===== src/hdl/calu_pkg.sv =====
package calu_pkg;

    localparam int unsigned FLAG_Z = 3;
    localparam int unsigned FLAG_N = 2;
    localparam int unsigned FLAG_H = 1;
    localparam int unsigned FLAG_C = 0;

    localparam int unsigned IN_DATA_W  = 56;
    localparam int unsigned IN_USER_W  = 5;
    localparam int unsigned OUT_DATA_W = 32;
    localparam int unsigned OUT_USER_W = 1;

    typedef enum logic [4:0] {
        OP_ADD   = 5'd0,
        OP_ADC   = 5'd1,
        OP_SUB   = 5'd2,
        OP_SBC   = 5'd3,
        OP_AND   = 5'd4,
        OP_XOR   = 5'd5,
        OP_OR    = 5'd6,
        OP_CP    = 5'd7,
        OP_INC   = 5'd8,
        OP_DEC   = 5'd9,
        OP_RLCA  = 5'd10,
        OP_RRCA  = 5'd11,
        OP_RLA   = 5'd12,
        OP_RRA   = 5'd13,
        OP_DAA   = 5'd14,
        OP_CPL   = 5'd15,
        OP_SCF   = 5'd16,
        OP_CCF   = 5'd17,
        OP_RLC   = 5'd18,
        OP_RRC   = 5'd19,
        OP_RL    = 5'd20,
        OP_RR    = 5'd21,
        OP_SLA   = 5'd22,
        OP_SRA   = 5'd23,
        OP_SWAP  = 5'd24,
        OP_SRL   = 5'd25,
        OP_ADD16 = 5'd26,
        OP_INC16 = 5'd27,
        OP_DEC16 = 5'd28
    } t_op;

    typedef struct packed {
        t_op         op;
        logic [7:0]  acc;
        logic [7:0]  operand;
        logic [15:0] wide_base;
        logic [15:0] wide_addend;
        logic [3:0]  flags_in;
    } t_alu_in;

    typedef struct packed {
        logic [7:0]  result_byte;
        logic [15:0] result_wide;
        logic [3:0]  flags_out;
        logic        write_back;
    } t_alu_out;

endpackage


===== src/hdl/calu_core.sv =====
module calu_core
    import calu_pkg::*;
(
    input  t_alu_in  i_in,
    output t_alu_out o_out
);

    always_comb begin
        logic [7:0]  a;
        logic [7:0]  v;
        logic [3:0]  f;
        logic        cin;
        logic        zin;
        logic [8:0]  sum9;
        logic [4:0]  sum5;
        logic [8:0]  dif9;
        logic [4:0]  dif5;
        logic [16:0] sum17;
        logic [12:0] sum13;
        logic [7:0]  adj;
        logic        dc;
        logic [7:0]  rb;
        logic [15:0] rw;
        logic [3:0]  fo;
        logic        wr;

        a   = i_in.acc;
        v   = i_in.operand;
        f   = i_in.flags_in;
        cin = f[FLAG_C];
        zin = f[FLAG_Z];

        sum9  = {1'b0, a} + {1'b0, v} + {8'd0, cin & (i_in.op == OP_ADC)};
        sum5  = {1'b0, a[3:0]} + {1'b0, v[3:0]} + {4'd0, cin & (i_in.op == OP_ADC)};
        dif9  = {1'b0, a} - {1'b0, v} - {8'd0, cin & (i_in.op == OP_SBC)};
        dif5  = {1'b0, a[3:0]} - {1'b0, v[3:0]} - {4'd0, cin & (i_in.op == OP_SBC)};
        sum17 = {1'b0, i_in.wide_base} + {1'b0, i_in.wide_addend};
        sum13 = {1'b0, i_in.wide_base[11:0]} + {1'b0, i_in.wide_addend[11:0]};

        adj = 8'h00;
        dc  = 1'b0;
        if (f[FLAG_N]) begin
            if (f[FLAG_H]) adj = adj + 8'h06;
            if (cin) adj = adj + 8'h60;
            dc = cin;
        end else begin
            if (f[FLAG_H] || (a[3:0] > 4'h9)) adj = adj + 8'h06;
            if (cin || (a > 8'h99)) begin
                adj = adj + 8'h60;
                dc  = 1'b1;
            end
        end

        rb = 8'h00;
        rw = 16'h0000;
        fo = f;
        wr = 1'b1;

        unique case (i_in.op)
            OP_ADD, OP_ADC: begin
                rb = sum9[7:0];
                fo = {rb == 8'h00, 1'b0, sum5[4], sum9[8]};
            end
            OP_SUB, OP_SBC, OP_CP: begin
                rb = dif9[7:0];
                fo = {rb == 8'h00, 1'b1, dif5[4], dif9[8]};
                wr = (i_in.op != OP_CP);
            end
            OP_AND: begin
                rb = a & v;
                fo = {rb == 8'h00, 1'b0, 1'b1, 1'b0};
            end
            OP_XOR: begin
                rb = a ^ v;
                fo = {rb == 8'h00, 3'b000};
            end
            OP_OR: begin
                rb = a | v;
                fo = {rb == 8'h00, 3'b000};
            end
            OP_INC: begin
                rb = v + 8'd1;
                fo = {rb == 8'h00, 1'b0, v[3:0] == 4'hF, cin};
            end
            OP_DEC: begin
                rb = v - 8'd1;
                fo = {rb == 8'h00, 1'b1, v[3:0] == 4'h0, cin};
            end
            OP_RLCA: begin
                rb = {a[6:0], a[7]};
                fo = {3'b000, a[7]};
            end
            OP_RRCA: begin
                rb = {a[0], a[7:1]};
                fo = {3'b000, a[0]};
            end
            OP_RLA: begin
                rb = {a[6:0], cin};
                fo = {3'b000, a[7]};
            end
            OP_RRA: begin
                rb = {cin, a[7:1]};
                fo = {3'b000, a[0]};
            end
            OP_DAA: begin
                rb = f[FLAG_N] ? (a - adj) : (a + adj);
                fo = {rb == 8'h00, f[FLAG_N], 1'b0, dc};
            end
            OP_CPL: begin
                rb = ~a;
                fo = {zin, 1'b1, 1'b1, cin};
            end
            OP_SCF: begin
                rb = a;
                wr = 1'b0;
                fo = {zin, 1'b0, 1'b0, 1'b1};
            end
            OP_CCF: begin
                rb = a;
                wr = 1'b0;
                fo = {zin, 1'b0, 1'b0, ~cin};
            end
            OP_RLC: begin
                rb = {v[6:0], v[7]};
                fo = {rb == 8'h00, 2'b00, v[7]};
            end
            OP_RRC: begin
                rb = {v[0], v[7:1]};
                fo = {rb == 8'h00, 2'b00, v[0]};
            end
            OP_RL: begin
                rb = {v[6:0], cin};
                fo = {rb == 8'h00, 2'b00, v[7]};
            end
            OP_RR: begin
                rb = {cin, v[7:1]};
                fo = {rb == 8'h00, 2'b00, v[0]};
            end
            OP_SLA: begin
                rb = {v[6:0], 1'b0};
                fo = {rb == 8'h00, 2'b00, v[7]};
            end
            OP_SRA: begin
                rb = {v[7], v[7:1]};
                fo = {rb == 8'h00, 2'b00, v[0]};
            end
            OP_SWAP: begin
                rb = {v[3:0], v[7:4]};
                fo = {rb == 8'h00, 3'b000};
            end
            OP_SRL: begin
                rb = {1'b0, v[7:1]};
                fo = {rb == 8'h00, 2'b00, v[0]};
            end
            OP_ADD16: begin
                rw = sum17[15:0];
                fo = {zin, 1'b0, sum13[12], sum17[16]};
            end
            OP_INC16: begin
                rw = i_in.wide_base + 16'd1;
            end
            OP_DEC16: begin
                rw = i_in.wide_base - 16'd1;
            end
            default: begin
                wr = 1'b0;
            end
        endcase

        o_out.result_byte = rb;
        o_out.result_wide = rw;
        o_out.flags_out   = fo;
        o_out.write_back  = wr;
    end

endmodule


===== src/hdl/cpu_alu_with_flags.sv =====
// Channel  | Direction | tdata (low bit up)                                  | tuser
// s_axis   | in        | acc, operand, wide_base, wide_addend, flags_in, pad | op
// m_axis   | out       | result_byte, result_wide, flags_out, pad            | write_back
//
// One item per cycle sustained while m_axis_tready stays high; an item passes the input and result registers.
// Input register feeds the ALU logic, which feeds the result register.
// Reset is synchronous, active low, and empties both registers.
// A stalled output holds its result; the input register still fills, so one
// more item is taken before s_axis_tready drops.
module cpu_alu_with_flags
    import calu_pkg::*;
(
    input  logic                  i_clk,
    input  logic                  i_rst_n,
    input  logic                  s_axis_tvalid,
    output logic                  s_axis_tready,
    // acc[7:0], operand[15:8], wide_base[31:16], wide_addend[47:32], flags_in[51:48]
    input  logic [IN_DATA_W-1:0]  s_axis_tdata,
    // op[4:0]
    input  logic [IN_USER_W-1:0]  s_axis_tuser,
    output logic                  m_axis_tvalid,
    input  logic                  m_axis_tready,
    // result_byte[7:0], result_wide[23:8], flags_out[27:24]
    output logic [OUT_DATA_W-1:0] m_axis_tdata,
    // write_back[0]
    output logic [OUT_USER_W-1:0] m_axis_tuser
);

    logic     r_in_vld;
    t_alu_in  r_in;
    logic     r_out_vld;
    t_alu_out r_out;
    t_alu_out n_out;
    t_alu_in  n_in;
    logic     out_load;
    logic     in_load;

    assign out_load      = !r_out_vld || m_axis_tready;
    assign in_load       = !r_in_vld || out_load;
    assign s_axis_tready = in_load;

    always_comb begin
        n_in.op          = t_op'(s_axis_tuser);
        n_in.acc         = s_axis_tdata[7:0];
        n_in.operand     = s_axis_tdata[15:8];
        n_in.wide_base   = s_axis_tdata[31:16];
        n_in.wide_addend = s_axis_tdata[47:32];
        n_in.flags_in    = s_axis_tdata[51:48];
    end

    calu_core u_core (
        .i_in  (r_in),
        .o_out (n_out)
    );

    always_ff @(posedge i_clk) begin
        if (!i_rst_n) begin
            r_in_vld  <= 1'b0;
            r_out_vld <= 1'b0;
        end else begin
            if (in_load) r_in_vld <= s_axis_tvalid;
            if (out_load) r_out_vld <= r_in_vld;
        end
    end

    always_ff @(posedge i_clk) begin
        if (in_load && s_axis_tvalid) r_in <= n_in;
        if (out_load && r_in_vld) r_out <= n_out;
    end

    assign m_axis_tvalid = r_out_vld;
    assign m_axis_tdata  = {4'h0, r_out.flags_out, r_out.result_wide, r_out.result_byte};
    assign m_axis_tuser  = r_out.write_back;

endmodule


===== config.mk =====
export PLATFORM = sky130hd
export DESIGN_NAME = cpu_alu_with_flags
export DESIGN_NICKNAME = d
export VERILOG_FILES = /design/src/hdl/calu_pkg.sv /design/src/hdl/calu_core.sv /design/src/hdl/cpu_alu_with_flags.sv
export SDC_FILE = /design/constraint.sdc
export NUM_CORES = 1
export LEC_CHECK = 0
export BUFFER_PORTS_ARGS = -buffer_cell sky130_fd_sc_hd__buf_2
export CORE_MARGIN = 2
export CORE_UTILIZATION = 40
export DETAILED_ROUTE_END_ITERATION = 7
export MAX_ROUTING_LAYER = met4
export PLACE_DENSITY = 0.59
export SYNTH_ARGS = -nofsm -noshare
export SYNTH_HDL_FRONTEND = slang
export SYNTH_SLANG_ARGS = --single-unit

===== constraint.sdc =====
create_clock -name i_clk -period 3.6 [get_ports i_clk]
set_input_delay 0.18 -clock i_clk [delete_from_list [all_inputs] [get_ports i_clk]]
set_output_delay 0.18 -clock i_clk [all_outputs]
set_load 0.03 [all_outputs]

==> flow_summary.toml <==
[timing]
relSlewSlack_pct = 34.1
max_freq_mhz = 296
period_minus_slack_ps = 3380
finalCritPeriodShare_pct = 93.8
hold_viol = 0
skew_ps = 7.72
setup_viol = 0
drv_slew = 0
rsz0062_at_grt = "no"
fin_setup_tns_ps = 0
tightestPinTransition_ps = 986

[detailed_routing]
drtPass1Iterations = 5
vias_per_cell = 5.83
wirelength_um = 23500
antenna_left = 0
drc = 0
drtIter0Drc = 583
wl_per_cell_um = 20.4
route.vias.total = 6709

[setup_path]
critPathLaunchType = "flip-flop"
rr_worst_depth = 11
cp_data_required_time_ps = 3700
critical_path_arrival_ps = 3480
cpMaxStageDelayCell = "fa_1"
cp.depth = 11
critPathKind = "flip-flop to flip-flop"
end_kind = "flip-flop"
cp_cell_sequence = "and2_1 -> nand4b_1 -> fa_1 -> fa_1 -> or2_1 -> a21oi_1 -> o21ai_1 -> xor2_1 -> nor2b_1 -> a311oi_1 -> a31oi_1"
critPathMaxStageDelay_ps = 470
worst-path-max-fanout = 4
cp_num_buf_inv = 0
crit_path_frequent_cell = "fa_1"
cp_top_family = "adder cells"

[grt]
grt-busiest-layer = "met2"
grt_use_met3_pct = 4.32
grt_max_degree = 34
met2_usage_pct = 40.3
grt_antenna_before_repair = 0
grtUsageMet1_pct = 32.7
overflow = 0
grt.total_usage_pct = 25.4
grt_pass1_wl_um = 37000
grt_pass1_vias = 6561

[synth]
ys.flop_type = "edfxtp_1"
synth-async-reset-ratio_pct = 0
syn_inst = 756
post-synth-top-count-cell = "edfxtp_1"
synth-edff-count = 86
synth-seq-area-share_pct = 36.1
synth.cells.most_frequent = "86 x edfxtp_1, 74 x ha_1, 58 x nand2_1, 53 x a21oi_1, 43 x nor2_1"
synth_warnings = 0
yosysUniqueCellTypes = 75
yosysTopAreaCell = "edfxtp_1"
avgSynthCellArea_um2 = 9.60
synth_top_area_share_pct = 35.6
synth_area_um2 = 7260
synth_seq_cells = 88
synth_area_leaders = "edfxtp_1 36%, ha_1 13%, a21oi_1 3.7%, xnor2_1 3.1%, xor2_1 3.1%"

[floorplan]
core_area_um2 = 17900
die-height_um = 139
rows = 49
fp.dieW_um = 139
die_area_um2 = 19200
io_pins = 100
start_util_pct = 40.5

[power]
p_comb_share_pct = 27.9
p_leak_uw = 0.00369
swShare_pct = 32.2
cell_internal_pwr_uw = 2100
power.switching_uw = 998
clockPowerShare_pct = 32.0
p_per_area_nw_per_um2 = 346
fin_total_pwr_uw = 3100
p_seq_share_pct = 40.1
ir_worst_vdd_mv = 0.260

[final_layout]
drive_gt1_share_pct = 16.8
area_growth_pct = 23.7
fin_nets = 1061
fillers = 1705
num_antenna_cells = 0
layout.cells.non_filler = 1150

[clocking]
clock_sinks = 88
cts_tree = "built"
cts_buffers = 9
cts_buffer_depth = 2
post-cts-setup-buffers = 0
insertion_delay_ps = 360
htreeDepth = 3
cts-root-buf = "clkbuf_16"
cts.clk_slew.worst_paths_ps = 70

[place]
place_congestion = 0.966
post-dp-hpwl_um = 17500
dp_cells = 1081
portBuffers = 91

[hold_path]
hold_path_class = "input port to flip-flop"
hold_path_depth = 1

[status]
outcome = "completed"

[job]
max-cap-violations = 0
state kept, by name (all words and copies together), names as in the netlist:
signal / count
m_axis_tdata: 28
m_axis_tuser: 1
m_axis_tvalid: 1
r_in: 57
r_in_vld: 1
power groups by stage:
stage / logic [uW] / clock network [uW] / registers [uW]
finish: 864 / 992 / 1240
global route: 943 / 1050 / 1250
CTS: 850 / 1010 / 1240
detailed placement: 801 / 0 / 1270
global placement: 800 / 0 / 1270
floorplan: 521 / 0 / 1300
logic make-up after synthesis:
group / count (synthesis) / share of synthesized area (%)
adders and majority gates: 80 / 14.4
buffers and inverters: 70 / 4.05
and+or+nand+nor: 223 / 16.0
other: 1 / 0.0517
AOI/OAI and AO/OA: 234 / 22.0
muxes: 8 / 1.10
xor gates and xnor gates: 52 / 6.28
DFF: 88 / 36.1
per-stage QoR:
stage	hold slack [ps]	util (%)	setup WS, ps	cell area, um2
after floorplan	279	-	195	7270
after global placement	356	45.4	323	8130
after detailed placement	358	45.4	299	8130
after CTS	5.50	50.1	266	8960
after global routing	4.27	50.1	28.7	8970
final	9.61	50.1	224	8970
cell usage in the layout (no fill, tap or decap), types with 27 or more instances in the layout:
cell type	instances
edfxtp_1	86
ha_1	74
a21oi_1	53
nand2_1	58
buf_4	37
inv_1	33
dlygate4sd3_1	53
buf_2	91
nor2_1	43
o21ai_0	27
repair_timing:
action / in CTS / in global routing
gates resized for setup: 0 / 1
hold buffers: 52 / 1
setup endpoints to repair: 0 / 1
endpoints found under the hold margin: 52 / 1
layer usage:
layer / part of all wire, % / wire length, um
met1: 44 / 10400
met2: 47 / 10900
met3: 6.1 / 1420
met4: 3.1 / 717
met5: 0 / 0
cell type report:
| class | count | area [um2] | share of cell area [%] |
|---|---|---|---|
| multi-input cells | 601 | 4360 | 48.6 |
| flip-flops and latches | 88 | 2620 | 29.2 |
| repair buffers | 181 | 1260 | 14.1 |
| well taps | 229 | 287 | 3.19 |
| clock buffers | 10 | 229 | 2.55 |
| inverters | 35 | 131 | 1.46 |
| clock inverters | 6 | 80.1 | 0.892 |
final timing paths:
kind | endpoint | slack (ps) | start
worst max register to register | m_axis_tdata[27] | 220 | r_in[53]
worst max-delay path | m_axis_tdata[27] | 220 | r_in[53]
worst min register to register | m_axis_tvalid | 540 | r_in_vld
worst min-delay path | r_in[53] | 10 | s_axis_tuser[1]
Power figures use the tool's default switching activity.
